## config.mk

```make
export PLATFORM = sky130hd
export DESIGN_NAME = crc8_frame_receiver_top
export DESIGN_NICKNAME = d
export VERILOG_FILES = /design/src/design/crc8fr_pkg.sv /design/src/design/crc8_frame_receiver_top.sv /design/src/design/crc8fr_cfg_regs.sv /design/src/design/crc8fr_ctrl.sv /design/src/design/crc8fr_out_stage.sv
export SDC_FILE = /design/constraint.sdc
export NUM_CORES = 1
export LEC_CHECK = 0
export BUFFER_PORTS_ARGS = -buffer_cell sky130_fd_sc_hd__buf_2
export CORE_AREA = 2 2 148 150
export CTS_CLUSTER_SIZE = 16
export DETAILED_ROUTE_END_ITERATION = 10
export DIE_AREA = 0 0 150 152
export GPL_ROUTABILITY_DRIVEN = 0
export RECOVER_POWER = 50
export REMOVE_ABC_BUFFERS = 1
export SYNTH_ARGS = -nofsm -noshare
export SYNTH_HDL_FRONTEND = slang
export SYNTH_SLANG_ARGS = --single-unit
```

## constraint.sdc

```tcl
create_clock -name clk -period 12.65 [get_ports clk]
set_input_delay 3.1625 -clock clk [delete_from_list [all_inputs] [get_ports clk]]
set_output_delay 3.1625 -clock clk [all_outputs]
set_load 0.02 [all_outputs]
```

## src/design/crc8fr_pkg.sv

```systemverilog
// ----------------------------------------------------------------------------
// crc8fr_pkg
// Types, codes and the CRC-8 byte step shared by the frame receiver modules.
// ----------------------------------------------------------------------------
package crc8fr_pkg;

    // Operation codes carried in s_tuser
    localparam logic [1:0] OP_BYTE = 2'd0;
    localparam logic [1:0] OP_TICK = 2'd1;
    localparam logic [1:0] OP_ARM  = 2'd2;

    // Frame status codes
    localparam logic [2:0] ST_OK          = 3'd0;
    localparam logic [2:0] ST_NO_RESPONSE = 3'd1;
    localparam logic [2:0] ST_TOO_LONG    = 3'd2;
    localparam logic [2:0] ST_CHECKSUM    = 3'd3;
    localparam logic [2:0] ST_TOO_MANY    = 3'd4;
    localparam logic [2:0] ST_TOO_FEW     = 3'd5;

    // Result kinds carried in m_tuser
    localparam logic KIND_PAYLOAD = 1'b0;
    localparam logic KIND_STATUS  = 1'b1;

    // Configuration register indexes
    localparam logic [1:0] REG_MAX_FRAME_BYTES     = 2'd0;
    localparam logic [1:0] REG_FRAME_TIMEOUT_TICKS = 2'd1;
    localparam logic [1:0] REG_RESPONSE_WAIT_TICKS = 2'd2;

    localparam logic [7:0]  RST_MAX_FRAME_BYTES     = 8'd255;
    localparam logic [15:0] RST_FRAME_TIMEOUT_TICKS = 16'd1000;
    localparam logic [15:0] RST_RESPONSE_WAIT_TICKS = 16'd1000;

    localparam logic [7:0]  CRC_POLY = 8'h8C;
    localparam logic [7:0]  CRC_INIT = 8'h00;
    localparam logic [15:0] TICK_MAX = 16'hFFFF;

    typedef enum logic [1:0] {
        PH_IDLE  = 2'd0,
        PH_ARMED = 2'd1,
        PH_RECV  = 2'd2,
        PH_FLUSH = 2'd3
    } phase_t;

    typedef struct packed {
        logic [7:0]  max_frame_bytes;
        logic [15:0] frame_timeout_ticks;
        logic [15:0] response_wait_ticks;
    } cfg_t;

    typedef struct packed {
        logic [1:0] op;
        logic [7:0] data_byte;
        logic       more_waiting;
    } item_t;

    typedef struct packed {
        logic       kind;
        logic [7:0] payload_byte;
        logic [2:0] status;
        logic [7:0] payload_length;
    } result_t;

    // Reflected CRC-8, one byte, LSB first
    function automatic logic [7:0] crc8_step(input logic [7:0] crc_in,
                                             input logic [7:0] data_in);
        logic [7:0] c;
        logic [7:0] d;
        logic       mix;
        c = crc_in;
        d = data_in;
        for (int i = 0; i < 8; i++)
        begin
            mix = c[0] ^ d[0];
            c   = {1'b0, c[7:1]};
            if (mix)
            begin
                c = c ^ CRC_POLY;
            end
            d = {1'b0, d[7:1]};
        end
        return c;
    endfunction

endpackage

```

## src/design/crc8_frame_receiver_top.sv

```systemverilog
// ----------------------------------------------------------------------------
// crc8_frame_receiver_top
// Length-prefixed serial frame receiver with reflected CRC-8 check.
// ----------------------------------------------------------------------------
// Takes one transaction per clock: a received byte, a time tick or an arm
// request. Each transaction lands in an input register, is decoded against
// the frame state in one pass of logic, and its result (a payload byte or a
// final frame status), if it has one, goes to the result register, which
// drives m_tvalid. Sustained rate is one transaction per cycle, set by that
// single decode stage; when m_tready stays low the result register holds, the
// input register fills and s_tready drops.
module crc8_frame_receiver_top
(
    input  logic        clk,
    input  logic        rst_n,
    input  logic        s_tvalid,
    output logic        s_tready,
    input  logic [15:0] s_tdata,    // [7:0] data_byte, [8] more_waiting
    input  logic [1:0]  s_tuser,    // [1:0] op
    output logic        m_tvalid,
    input  logic        m_tready,
    output logic [23:0] m_tdata,    // [7:0] payload_byte, [10:8] status,
                                    // [18:11] payload_length
    output logic        m_tuser,    // [0] kind
    input  logic        cfg_we,
    input  logic [1:0]  cfg_index,
    input  logic [15:0] cfg_data
);

    crc8fr_pkg::cfg_t    cfg;
    crc8fr_pkg::item_t   in_item_reg;
    logic                in_valid_reg;
    logic                in_valid_next;
    logic                advance;
    logic                out_free;
    logic                res_valid;
    crc8fr_pkg::result_t res;
    logic                s_accept;

    assign advance  = in_valid_reg && out_free;
    assign s_tready = !in_valid_reg || advance;
    assign s_accept = s_tvalid && s_tready;

    always_comb
    begin
        in_valid_next = in_valid_reg;
        if (s_accept)
        begin
            in_valid_next = 1'b1;
        end
        else if (advance)
        begin
            in_valid_next = 1'b0;
        end
    end

    always_ff @(posedge clk or negedge rst_n)
    begin
        if (!rst_n)
        begin
            in_valid_reg <= 1'b0;
        end
        else
        begin
            in_valid_reg <= in_valid_next;
        end
    end

    always_ff @(posedge clk)
    begin
        if (s_accept)
        begin
            in_item_reg.op           <= s_tuser;
            in_item_reg.data_byte    <= s_tdata[7:0];
            in_item_reg.more_waiting <= s_tdata[8];
        end
    end

    crc8fr_cfg_regs u_cfg
    (
        .clk       (clk),
        .rst_n     (rst_n),
        .cfg_we    (cfg_we),
        .cfg_index (cfg_index),
        .cfg_data  (cfg_data),
        .cfg       (cfg)
    );

    crc8fr_ctrl u_ctrl
    (
        .clk       (clk),
        .rst_n     (rst_n),
        .advance   (advance),
        .item      (in_item_reg),
        .cfg       (cfg),
        .res_valid (res_valid),
        .res       (res)
    );

    crc8fr_out_stage u_out
    (
        .clk      (clk),
        .rst_n    (rst_n),
        .load     (advance && res_valid),
        .res      (res),
        .free     (out_free),
        .m_tvalid (m_tvalid),
        .m_tready (m_tready),
        .m_tdata  (m_tdata),
        .m_tuser  (m_tuser)
    );

endmodule

```

## src/design/crc8fr_cfg_regs.sv

```systemverilog
// ----------------------------------------------------------------------------
// crc8fr_cfg_regs
// Write-only configuration registers: frame size limit and tick limits.
// ----------------------------------------------------------------------------
module crc8fr_cfg_regs
(
    input  logic                clk,
    input  logic                rst_n,
    input  logic                cfg_we,
    input  logic [1:0]          cfg_index,
    input  logic [15:0]         cfg_data,
    output crc8fr_pkg::cfg_t    cfg
);

    crc8fr_pkg::cfg_t cfg_reg;
    crc8fr_pkg::cfg_t cfg_next;

    always_comb
    begin
        cfg_next = cfg_reg;
        if (cfg_we)
        begin
            case (cfg_index)
                crc8fr_pkg::REG_MAX_FRAME_BYTES:
                    cfg_next.max_frame_bytes = cfg_data[7:0];
                crc8fr_pkg::REG_FRAME_TIMEOUT_TICKS:
                    cfg_next.frame_timeout_ticks = cfg_data;
                crc8fr_pkg::REG_RESPONSE_WAIT_TICKS:
                    cfg_next.response_wait_ticks = cfg_data;
                default:
                    cfg_next = cfg_reg;
            endcase
        end
    end

    always_ff @(posedge clk or negedge rst_n)
    begin
        if (!rst_n)
        begin
            cfg_reg.max_frame_bytes     <= crc8fr_pkg::RST_MAX_FRAME_BYTES;
            cfg_reg.frame_timeout_ticks <= crc8fr_pkg::RST_FRAME_TIMEOUT_TICKS;
            cfg_reg.response_wait_ticks <= crc8fr_pkg::RST_RESPONSE_WAIT_TICKS;
        end
        else
        begin
            cfg_reg <= cfg_next;
        end
    end

    assign cfg = cfg_reg;

endmodule

```

## src/design/crc8fr_ctrl.sv

```systemverilog
// ----------------------------------------------------------------------------
// crc8fr_ctrl
// Frame state, counters and CRC; decides the result of each transaction.
// ----------------------------------------------------------------------------
module crc8fr_ctrl
(
    input  logic                  clk,
    input  logic                  rst_n,
    input  logic                  advance,
    input  crc8fr_pkg::item_t     item,
    input  crc8fr_pkg::cfg_t      cfg,
    output logic                  res_valid,
    output crc8fr_pkg::result_t   res
);

    crc8fr_pkg::phase_t phase_reg;
    crc8fr_pkg::phase_t phase_next;
    logic [7:0]         expected_count_reg;
    logic [7:0]         expected_count_next;
    logic [7:0]         received_count_reg;
    logic [7:0]         received_count_next;
    logic [7:0]         crc_acc_reg;
    logic [7:0]         crc_acc_next;
    logic [15:0]        tick_count_reg;
    logic [15:0]        tick_count_next;

    logic [15:0] tick_inc;
    logic [7:0]  rcv_inc;
    logic [7:0]  crc_upd;
    logic        in_payload;

    assign tick_inc   = (tick_count_reg == crc8fr_pkg::TICK_MAX) ?
                        tick_count_reg : tick_count_reg + 16'd1;
    assign rcv_inc    = received_count_reg + 8'd1;
    assign in_payload = rcv_inc < expected_count_reg;
    assign crc_upd    = crc8fr_pkg::crc8_step(crc_acc_reg, item.data_byte);

    // Next state and counters
    always_comb
    begin
        phase_next          = phase_reg;
        expected_count_next = expected_count_reg;
        received_count_next = received_count_reg;
        crc_acc_next        = crc_acc_reg;
        tick_count_next     = tick_count_reg;
        case (item.op)
            crc8fr_pkg::OP_ARM:
            begin
                if (phase_reg != crc8fr_pkg::PH_FLUSH)
                begin
                    phase_next      = crc8fr_pkg::PH_ARMED;
                    tick_count_next = 16'd0;
                end
            end
            crc8fr_pkg::OP_TICK:
            begin
                if (phase_reg == crc8fr_pkg::PH_ARMED)
                begin
                    tick_count_next = tick_inc;
                    if (tick_inc >= cfg.response_wait_ticks)
                    begin
                        phase_next = crc8fr_pkg::PH_IDLE;
                    end
                end
                else if (phase_reg == crc8fr_pkg::PH_RECV)
                begin
                    tick_count_next = tick_inc;
                    if (tick_inc >= cfg.frame_timeout_ticks)
                    begin
                        phase_next = crc8fr_pkg::PH_IDLE;
                    end
                end
            end
            crc8fr_pkg::OP_BYTE:
            begin
                case (phase_reg)
                    crc8fr_pkg::PH_FLUSH:
                    begin
                        if (!item.more_waiting)
                        begin
                            phase_next = crc8fr_pkg::PH_IDLE;
                        end
                    end
                    crc8fr_pkg::PH_RECV:
                    begin
                        received_count_next = rcv_inc;
                        if (in_payload)
                        begin
                            crc_acc_next = crc_upd;
                        end
                        else if (item.more_waiting)
                        begin
                            phase_next = crc8fr_pkg::PH_FLUSH;
                        end
                        else
                        begin
                            phase_next = crc8fr_pkg::PH_IDLE;
                        end
                    end
                    default:
                    begin
                        // length byte
                        if (item.data_byte > cfg.max_frame_bytes ||
                            item.data_byte == 8'd0)
                        begin
                            phase_next = crc8fr_pkg::PH_IDLE;
                        end
                        else
                        begin
                            phase_next          = crc8fr_pkg::PH_RECV;
                            expected_count_next = item.data_byte;
                            received_count_next = 8'd0;
                            crc_acc_next        = crc8fr_pkg::CRC_INIT;
                            tick_count_next     = 16'd0;
                        end
                    end
                endcase
            end
            default:
            begin
                phase_next = phase_reg;
            end
        endcase
    end

    // Result
    always_comb
    begin
        res_valid          = 1'b0;
        res.kind           = crc8fr_pkg::KIND_STATUS;
        res.payload_byte   = 8'd0;
        res.status         = crc8fr_pkg::ST_OK;
        res.payload_length = 8'd0;
        case (item.op)
            crc8fr_pkg::OP_TICK:
            begin
                if (phase_reg == crc8fr_pkg::PH_ARMED &&
                    tick_inc >= cfg.response_wait_ticks)
                begin
                    res_valid  = 1'b1;
                    res.status = crc8fr_pkg::ST_NO_RESPONSE;
                end
                else if (phase_reg == crc8fr_pkg::PH_RECV &&
                         tick_inc >= cfg.frame_timeout_ticks)
                begin
                    res_valid  = 1'b1;
                    res.status = (received_count_reg == 8'd0) ?
                                 crc8fr_pkg::ST_NO_RESPONSE : crc8fr_pkg::ST_TOO_FEW;
                end
            end
            crc8fr_pkg::OP_BYTE:
            begin
                case (phase_reg)
                    crc8fr_pkg::PH_FLUSH:
                    begin
                        res_valid = 1'b0;
                    end
                    crc8fr_pkg::PH_RECV:
                    begin
                        res_valid = 1'b1;
                        if (in_payload)
                        begin
                            res.kind         = crc8fr_pkg::KIND_PAYLOAD;
                            res.payload_byte = item.data_byte;
                        end
                        else if (item.more_waiting)
                        begin
                            res.status = crc8fr_pkg::ST_TOO_MANY;
                        end
                        else if (crc_acc_reg == item.data_byte)
                        begin
                            res.status         = crc8fr_pkg::ST_OK;
                            res.payload_length = expected_count_reg - 8'd1;
                        end
                        else
                        begin
                            res.status = crc8fr_pkg::ST_CHECKSUM;
                        end
                    end
                    default:
                    begin
                        if (item.data_byte > cfg.max_frame_bytes)
                        begin
                            res_valid  = 1'b1;
                            res.status = crc8fr_pkg::ST_TOO_LONG;
                        end
                        else if (item.data_byte == 8'd0)
                        begin
                            res_valid  = 1'b1;
                            res.status = crc8fr_pkg::ST_TOO_FEW;
                        end
                    end
                endcase
            end
            default:
            begin
                res_valid = 1'b0;
            end
        endcase
    end

    always_ff @(posedge clk or negedge rst_n)
    begin
        if (!rst_n)
        begin
            phase_reg          <= crc8fr_pkg::PH_IDLE;
            expected_count_reg <= 8'd0;
            received_count_reg <= 8'd0;
            crc_acc_reg        <= crc8fr_pkg::CRC_INIT;
            tick_count_reg     <= 16'd0;
        end
        else if (advance)
        begin
            phase_reg          <= phase_next;
            expected_count_reg <= expected_count_next;
            received_count_reg <= received_count_next;
            crc_acc_reg        <= crc_acc_next;
            tick_count_reg     <= tick_count_next;
        end
    end

    // A frame in progress never has counted past its CRC byte
    a_recv_count: assert property (@(posedge clk) disable iff (!rst_n)
        phase_reg == crc8fr_pkg::PH_RECV |-> received_count_reg < expected_count_reg)
        else $error("received count reached expected count while receiving");

    a_payload_phase: assert property (@(posedge clk) disable iff (!rst_n)
        advance && res_valid && res.kind == crc8fr_pkg::KIND_PAYLOAD
        |-> phase_reg == crc8fr_pkg::PH_RECV)
        else $error("payload byte produced outside a frame");

    a_flush_entry: assert property (@(posedge clk) disable iff (!rst_n)
        advance && phase_reg != crc8fr_pkg::PH_FLUSH && phase_next == crc8fr_pkg::PH_FLUSH
        |-> res_valid && res.status == crc8fr_pkg::ST_TOO_MANY)
        else $error("flush entered without a too-many status");

    a_ok_length: assert property (@(posedge clk) disable iff (!rst_n)
        advance && res_valid && res.kind == crc8fr_pkg::KIND_STATUS &&
        res.status == crc8fr_pkg::ST_OK
        |=> phase_reg == crc8fr_pkg::PH_IDLE && $past(expected_count_reg) != 8'd0)
        else $error("ok status not followed by idle");

endmodule

```

## src/design/crc8fr_out_stage.sv

```systemverilog
// ----------------------------------------------------------------------------
// crc8fr_out_stage
// Result register on the master side; holds a result until it is taken.
// ----------------------------------------------------------------------------
module crc8fr_out_stage
(
    input  logic                  clk,
    input  logic                  rst_n,
    input  logic                  load,
    input  crc8fr_pkg::result_t   res,
    output logic                  free,
    output logic                  m_tvalid,
    input  logic                  m_tready,
    output logic [23:0]           m_tdata,
    output logic                  m_tuser
);

    logic                out_valid_reg;
    logic                out_valid_next;
    crc8fr_pkg::result_t out_res_reg;

    assign free = !out_valid_reg || m_tready;

    always_comb
    begin
        out_valid_next = out_valid_reg;
        if (load)
        begin
            out_valid_next = 1'b1;
        end
        else if (m_tready)
        begin
            out_valid_next = 1'b0;
        end
    end

    always_ff @(posedge clk or negedge rst_n)
    begin
        if (!rst_n)
        begin
            out_valid_reg <= 1'b0;
        end
        else
        begin
            out_valid_reg <= out_valid_next;
        end
    end

    always_ff @(posedge clk)
    begin
        if (load)
        begin
            out_res_reg <= res;
        end
    end

    assign m_tvalid = out_valid_reg;
    assign m_tuser  = out_res_reg.kind;
    assign m_tdata  = {5'd0, out_res_reg.payload_length, out_res_reg.status,
                       out_res_reg.payload_byte};

endmodule
```

==> results.yml, run 1 <==
logic_synthesis:
  synthCells: 631
  synth.distinct_cells: 64
  synth_ff_type: "dfrtp_1"
  ys_ff_latch: 115
  yosys_warnings: 0
  syn_area_mm2: 0.006669
  async_reset_ff_share_pct: 73.04
  synth_edf_count: 31
  avgSynthCellArea_um2: 10.57
  yosysSeqAreaShare_pct: 45.85
clock_network:
  clk_path_buf_depth: 2
  postCtsHoldBufs: 0
  cts_htree_levels: 4
  cts_buffers: 17
  numClockSinks: 115
  clk_latency_ps: 420
  cts_tree: "yes"
  ctsRootBufferMaster: "clkbuf_16"
  cts_resized: 0
  cts_setup_buffers: 0
  clk_pin_slew_worst_paths_ps: 50
die:
  chipWidth_um: 150
  start_util_pct: 31.24
  die-area_mm2: 0.02280
  dieHeight_um: 152
  core_area_mm2: 0.02135
  rows: 54
  io_pins: 68
cells_and_area:
  nets: 781
  fin_area_mm2: 0.007790
  area_growth_syn_to_layout_pct: 16.81
  drive_above_1_share_pct: 21.79
  fill_cells: 2176
  largest_reg_flops: 40
  antenna_cells: 0
setup_path:
  cp-end-kind: "primary output"
  path_class: "input port to primary output"
  startpoint_type: "input port"
  crit_required_ps: 9490
  arrival_ps: 3770
  cp_max_fo: 3
timing:
  worst_pin_slew_ps: 2883
  grt_setup_unrepaired: "false"
  finalSetupViolCount: 0
  finalCriticalPeriod_ps: 6928
  setup_tns_ps: 0
  hold_viol: 0
  drv_slew: 87
  max_slew_margin_pct: -92.22
  clock.fmax_mhz: 144.3
  finalCritPeriodShare_pct: 54.77
  finClkSkew_ps: 12.64
power:
  p_per_area_mw_per_mm2: 174.1
  p_leak_nw: 3.455
  worst_ir_drop_vdd_v: 0.00008571
hold_path:
  worstHoldPathType: "flop to flop"
routing:
  drt_first_pass_iters: 4
  vias: 4820
  drtAntennaViolNets: 0
  drtIter0Drc: 248
  wirelength_mm: 15.07
  drcViolationCount: 0
  vias_per_cell: 4.908
  routedWlPerCell_um: 15.35
grt:
  grt_max_degree: 52
  first_global_vias: 4832
  grt_remaining_overflow: 0
  grt_pass1_wl_mm: 25.45
  antenna_found_initial: 0
  grtUsageTotal_pct: 14.13
outcome:
  status: "complete, but fails checks"
  violations: "max-capacitance violations, max-slew violations"
run:
  drv_cap: 2
placed_design:
  hpwl_mm: 11.02
  io_buffers: 55
  placed_area_mm2: 0.007202
[cell families (layout without fill, tap and decap cells)]
group | Yosys count | after routing | synth area share, %
flops | 115 | 115 | 45.85
other cells | 1 | 5 | 0.05623
mux | 45 | 45 | 7.561
simple gates | 172 | 172 | 13.04
xor+xnor | 44 | 44 | 5.779
compound gates | 126 | 126 | 13.11
fa+ha+maj | 51 | 51 | 9.568
buf+inv | 77 | 144 | 5.028
[area by class of cell]
cell class                 instances  area [µm²]  area share, %
clock buffer                      20       436.7          5.606
clock inverter                    12       163.9          2.104
inverter                          55       206.4          2.650
multi-input combinational        443        3294          42.29
sequential                       115        3058          39.25
tap                              280       350.3          4.497
timing repair buffer              57       280.3          3.598
[power breakdown]
group | leakage (nW) | total [mW] | switching [mW] | internal, mW
Combinational | 1.84 | 0.346 | 0.193 | 0.153
Sequential | 1.33 | 0.514 | 0.0594 | 0.455
Clock | 0.284 | 0.496 | 0.170 | 0.326
[placed cells by master (no fill, tap or decap), types with 4 or more instances in the layout]
| cell type | instances |
|---|---|
| nor3_1 | 6 |
| clkbuf_16 | 17 |
| clkbuf_1 | 7 |
| nand2_1 | 53 |
| a31oi_1 | 7 |
| o31ai_1 | 11 |
| a21o_1 | 6 |
| nand4_1 | 8 |
| o211ai_1 | 4 |
| and4_1 | 5 |
| bufinv_16 | 4 |
| o21ai_0 | 25 |
| and3_1 | 7 |
| nand2b_1 | 4 |
| and2_0 | 7 |
| nor2b_1 | 4 |
| nor2_1 | 31 |
| a22o_1 | 12 |
| edfxtp_1 | 31 |
| conb_1 | 5 |
| buf_2 | 53 |
| a21oi_1 | 29 |
| and2_1 | 4 |
| ha_1 | 51 |
| inv_1 | 55 |
| nand3b_1 | 4 |
| dfrtp_1 | 64 |
| dfstp_2 | 20 |
| xnor2_1 | 29 |
| xor2_1 | 15 |
| clkinv_1 | 4 |
| nand3_1 | 23 |
| mux2_2 | 43 |
[cells in the mapped netlist (all sizes together) (4+ instances only)]
master	n	share of area (%)
dfrtp	64	24
inv	55	3.1
nand2	53	3.0
ha	51	9.6
mux2	43	7.3
nor2	32	1.8
edfxtp	31	14
a21oi	30	2.3
xnor2	29	3.8
o21ai	28	2.2
nand3	23	1.7
dfstp	20	7.9
xor2	15	2.0
a22o	13	1.7
buf	13	1.3
and2	12	1.1
o31ai	11	1.2
clkbuf	9	0.66
nand4	8	0.75
nor3	8	0.75
a31oi	7	0.66
and3	7	0.66
a21o	6	0.68
and4	5	0.66
nand2b	4	0.38
nand3b	4	0.45
nor2b	4	0.38
nor3b	4	0.53
o211ai	4	0.45
[critical path: stages]
cell and delay, ps:
buf_2 100, nor2b_1 200, nand2_1 120, buf_2 180
[worst paths after layout]
kind,start,endpoint,slack [ps],cells after the start
max,m_tready,s_tready,5720,4
min,u_cfg.cfg[18],u_cfg.cfg[18],500,1
max reg2reg,u_ctrl.tick_count_reg[2],u_out.m_tdata[3],7600,12
min reg2reg,u_cfg.cfg[18],u_cfg.cfg[18],500,1
max in group asynchronous,rst_n,u_ctrl.received_count_reg[1],5930,2
min in group asynchronous,rst_n,u_cfg.cfg[10],3230,1
[stage by stage]
step	setup WS [ps]	instances	hold WS, ps	util (%)	power [mW]
floorplan	5986	613	479.5	-	0.7702
global placement	5733	950	489.6	33.73	0.8534
detailed placement	5708	950	497.4	33.73	0.8624
CTS	5705	982	509.3	36.54	1.365
global route	5002	982	522.7	36.49	1.441
finish	5722	982	504.0	36.49	1.356
[metal layers]
metal / track usage (%) / vias up / routed length [µm]
li1: - / 2373 / -
met4: 4.897 / 0 / 236
met5: 0 / - / 0
met2: 21.20 / 84 / 6831
met3: 3.003 / 16 / 471
met1: 20.14 / 2347 / 7533
(Power assumes the default switching activity.)
==> inputs of run 2 (changes only) <==
==> constraint.sdc (replaced) <==
create_clock -name clk -period 7.2 [get_ports clk]
set_input_delay 1.8 -clock clk [delete_from_list [all_inputs] [get_ports clk]]
set_output_delay 1.8 -clock clk [all_outputs]
set_load 0.02 [all_outputs]
==> results.yml, run 2 (same netlist as run 1, synthesis figures left out) <==
hold_path:
  worstHoldPathType: "flop to flop"
  min_path_cells: 1
routing:
  routedWlPerCell_um: 15.33
  wirelength_mm: 15.06
  wl_met3_um: 496
  drt-met1-wl_mm: 7.493
  vias_per_cell: 4.871
  drtIter0Drc: 275
  vias: 4783
  drt_first_pass_iters: 4
  wl_met2_mm: 6.883
  drtAntennaViolNets: 0
  drcViolationCount: 0
  highest-signal-layer: "met4"
run:
  drv_cap: 1
clock_network:
  postCtsHoldBufs: 0
  numClockSinks: 115
  cts_resized: 0
  cts_buffers: 17
  cts_htree_levels: 4
  ctsRootBufferMaster: "clkbuf_16"
  clk_latency_ps: 430
  clk_path_buf_depth: 2
  clk_pin_slew_worst_paths_ps: 60
  cts_setup_buffers: 0
  cts_tree: "yes"
timing:
  setup_tns_ps: 0
  clock.fmax_mhz: 201.0
  setup_slack_ps: 2226
  worst_pin_slew_ps: 1830
  drv_slew: 35
  hold_viol: 0
  finalCritPeriodShare_pct: 69.09
  grt_setup_unrepaired: "false"
  max_slew_margin_pct: -22.01
  finalSetupViolCount: 0
  finalCriticalPeriod_ps: 4974
  finClkSkew_ps: 9.105
outcome:
  violations: "max-capacitance violations, max-slew violations"
  status: "complete, but fails checks"
cells_and_area:
  drive_above_1_share_pct: 21.65
  antenna_cells: 0
  postLayoutCoreUtil_pct: 36.50
  largest_reg_flops: 40
  seq_area_mm2: 0.003058
  multi_input_area_mm2: 0.003294
  final_common_cell: "dfrtp_1"
  fill_cells: 2155
  fin_area_mm2: 0.007792
  most-common-layout-cells: "dfrtp_1, inv_1, nand2_1"
  nets: 781
  area_growth_syn_to_layout_pct: 16.85
die:
  rows: 54
  die-area_mm2: 0.02280
  core_area_mm2: 0.02135
  chipWidth_um: 150
  dieHeight_um: 152
  io_pins: 68
  start_util_pct: 31.24
grt:
  grt_max_degree: 52
  first_global_vias: 4814
  grt_pass1_wl_mm: 25.46
  antenna_found_initial: 0
  grt_remaining_overflow: 0
  grtUsageTotal_pct: 14.18
placed_design:
  pre_cts_ws_ps: 2239
  placed_area_mm2: 0.007202
  io_buffers: 55
  hpwl_mm: 11.05
power:
  p_total_mw: 2.379
  p_leak_nw: 3.449
  worst_ir_drop_vdd_v: 0.0001403
  p_per_area_mw_per_mm2: 305.4
setup_path:
  path_class: "flop to flop"
  reg2reg_depth: 12
  cp-end-kind: "flop"
  startpoint_type: "flop"
  cp_max_fo: 20
  crit_required_ps: 7240
  arrival_ps: 5010
[run 2: worst max-delay path: stages (launching register included)]
cell and delay (ps):
dfrtp_1 460, and4_1 310, nand3_1 180, or3_1 440, nor2_1 170, mux2_2 380, ha_1 290, and4_1 230
nand4_1 150, or4_1 610, a41oi_2 310, o21bai_1 130, a21oi_2 910
[run 2: final timing paths]
check                                    startpoint                      endpoint  slack (ps)
setup / recovery           u_ctrl.tick_count_reg[2]              u_out.m_tdata[5]        2230
hold / removal                        u_cfg.cfg[26]                 u_cfg.cfg[26]         510
setup reg to reg           u_ctrl.tick_count_reg[2]              u_out.m_tdata[5]        2230
hold reg to reg                       u_cfg.cfg[26]                 u_cfg.cfg[26]         510
max in group asynchronous                     rst_n  u_ctrl.expected_count_reg[4]        3800
min in group asynchronous                     rst_n                  u_cfg.cfg[4]        1880
[run 2: report_power, final]
group          internal, mW  leakage, nW  switching, mW
Combinational         0.268         1.83          0.333
Clock                 0.548        0.291          0.327
Sequential            0.798         1.33          0.104
Total                  1.61         3.45          0.765
[run 2: per-layer routing]
| layer | GRT usage, % | vias to the layer above |
|---|---|---|
| met5 | 0 | - |
| met2 | 21.44 | 79 |
| li1 | - | 2372 |
| met1 | 19.96 | 2315 |
| met4 | 4.492 | 0 |
| met3 | 3.483 | 17 |
[run 2: per-stage QoR]
stage	hold slack (ps)	instances
2_1_floorplan	479.5	613
3_3_place_gp	489.5	950
3_5_place_dp	494.8	950
4_1_cts	507.7	982
5_1_grt	522.7	982
6_report	505.5	982
[run 2: area by class of cell]
type / count / share of cell area (%)
inverter: 55 / 2.649
clock inverter: 14 / 2.312
clock buffer: 18 / 5.507
tap: 280 / 4.496
multi-input combinational: 443 / 42.28
sequential: 115 / 39.24
timing repair buffer: 57 / 3.516
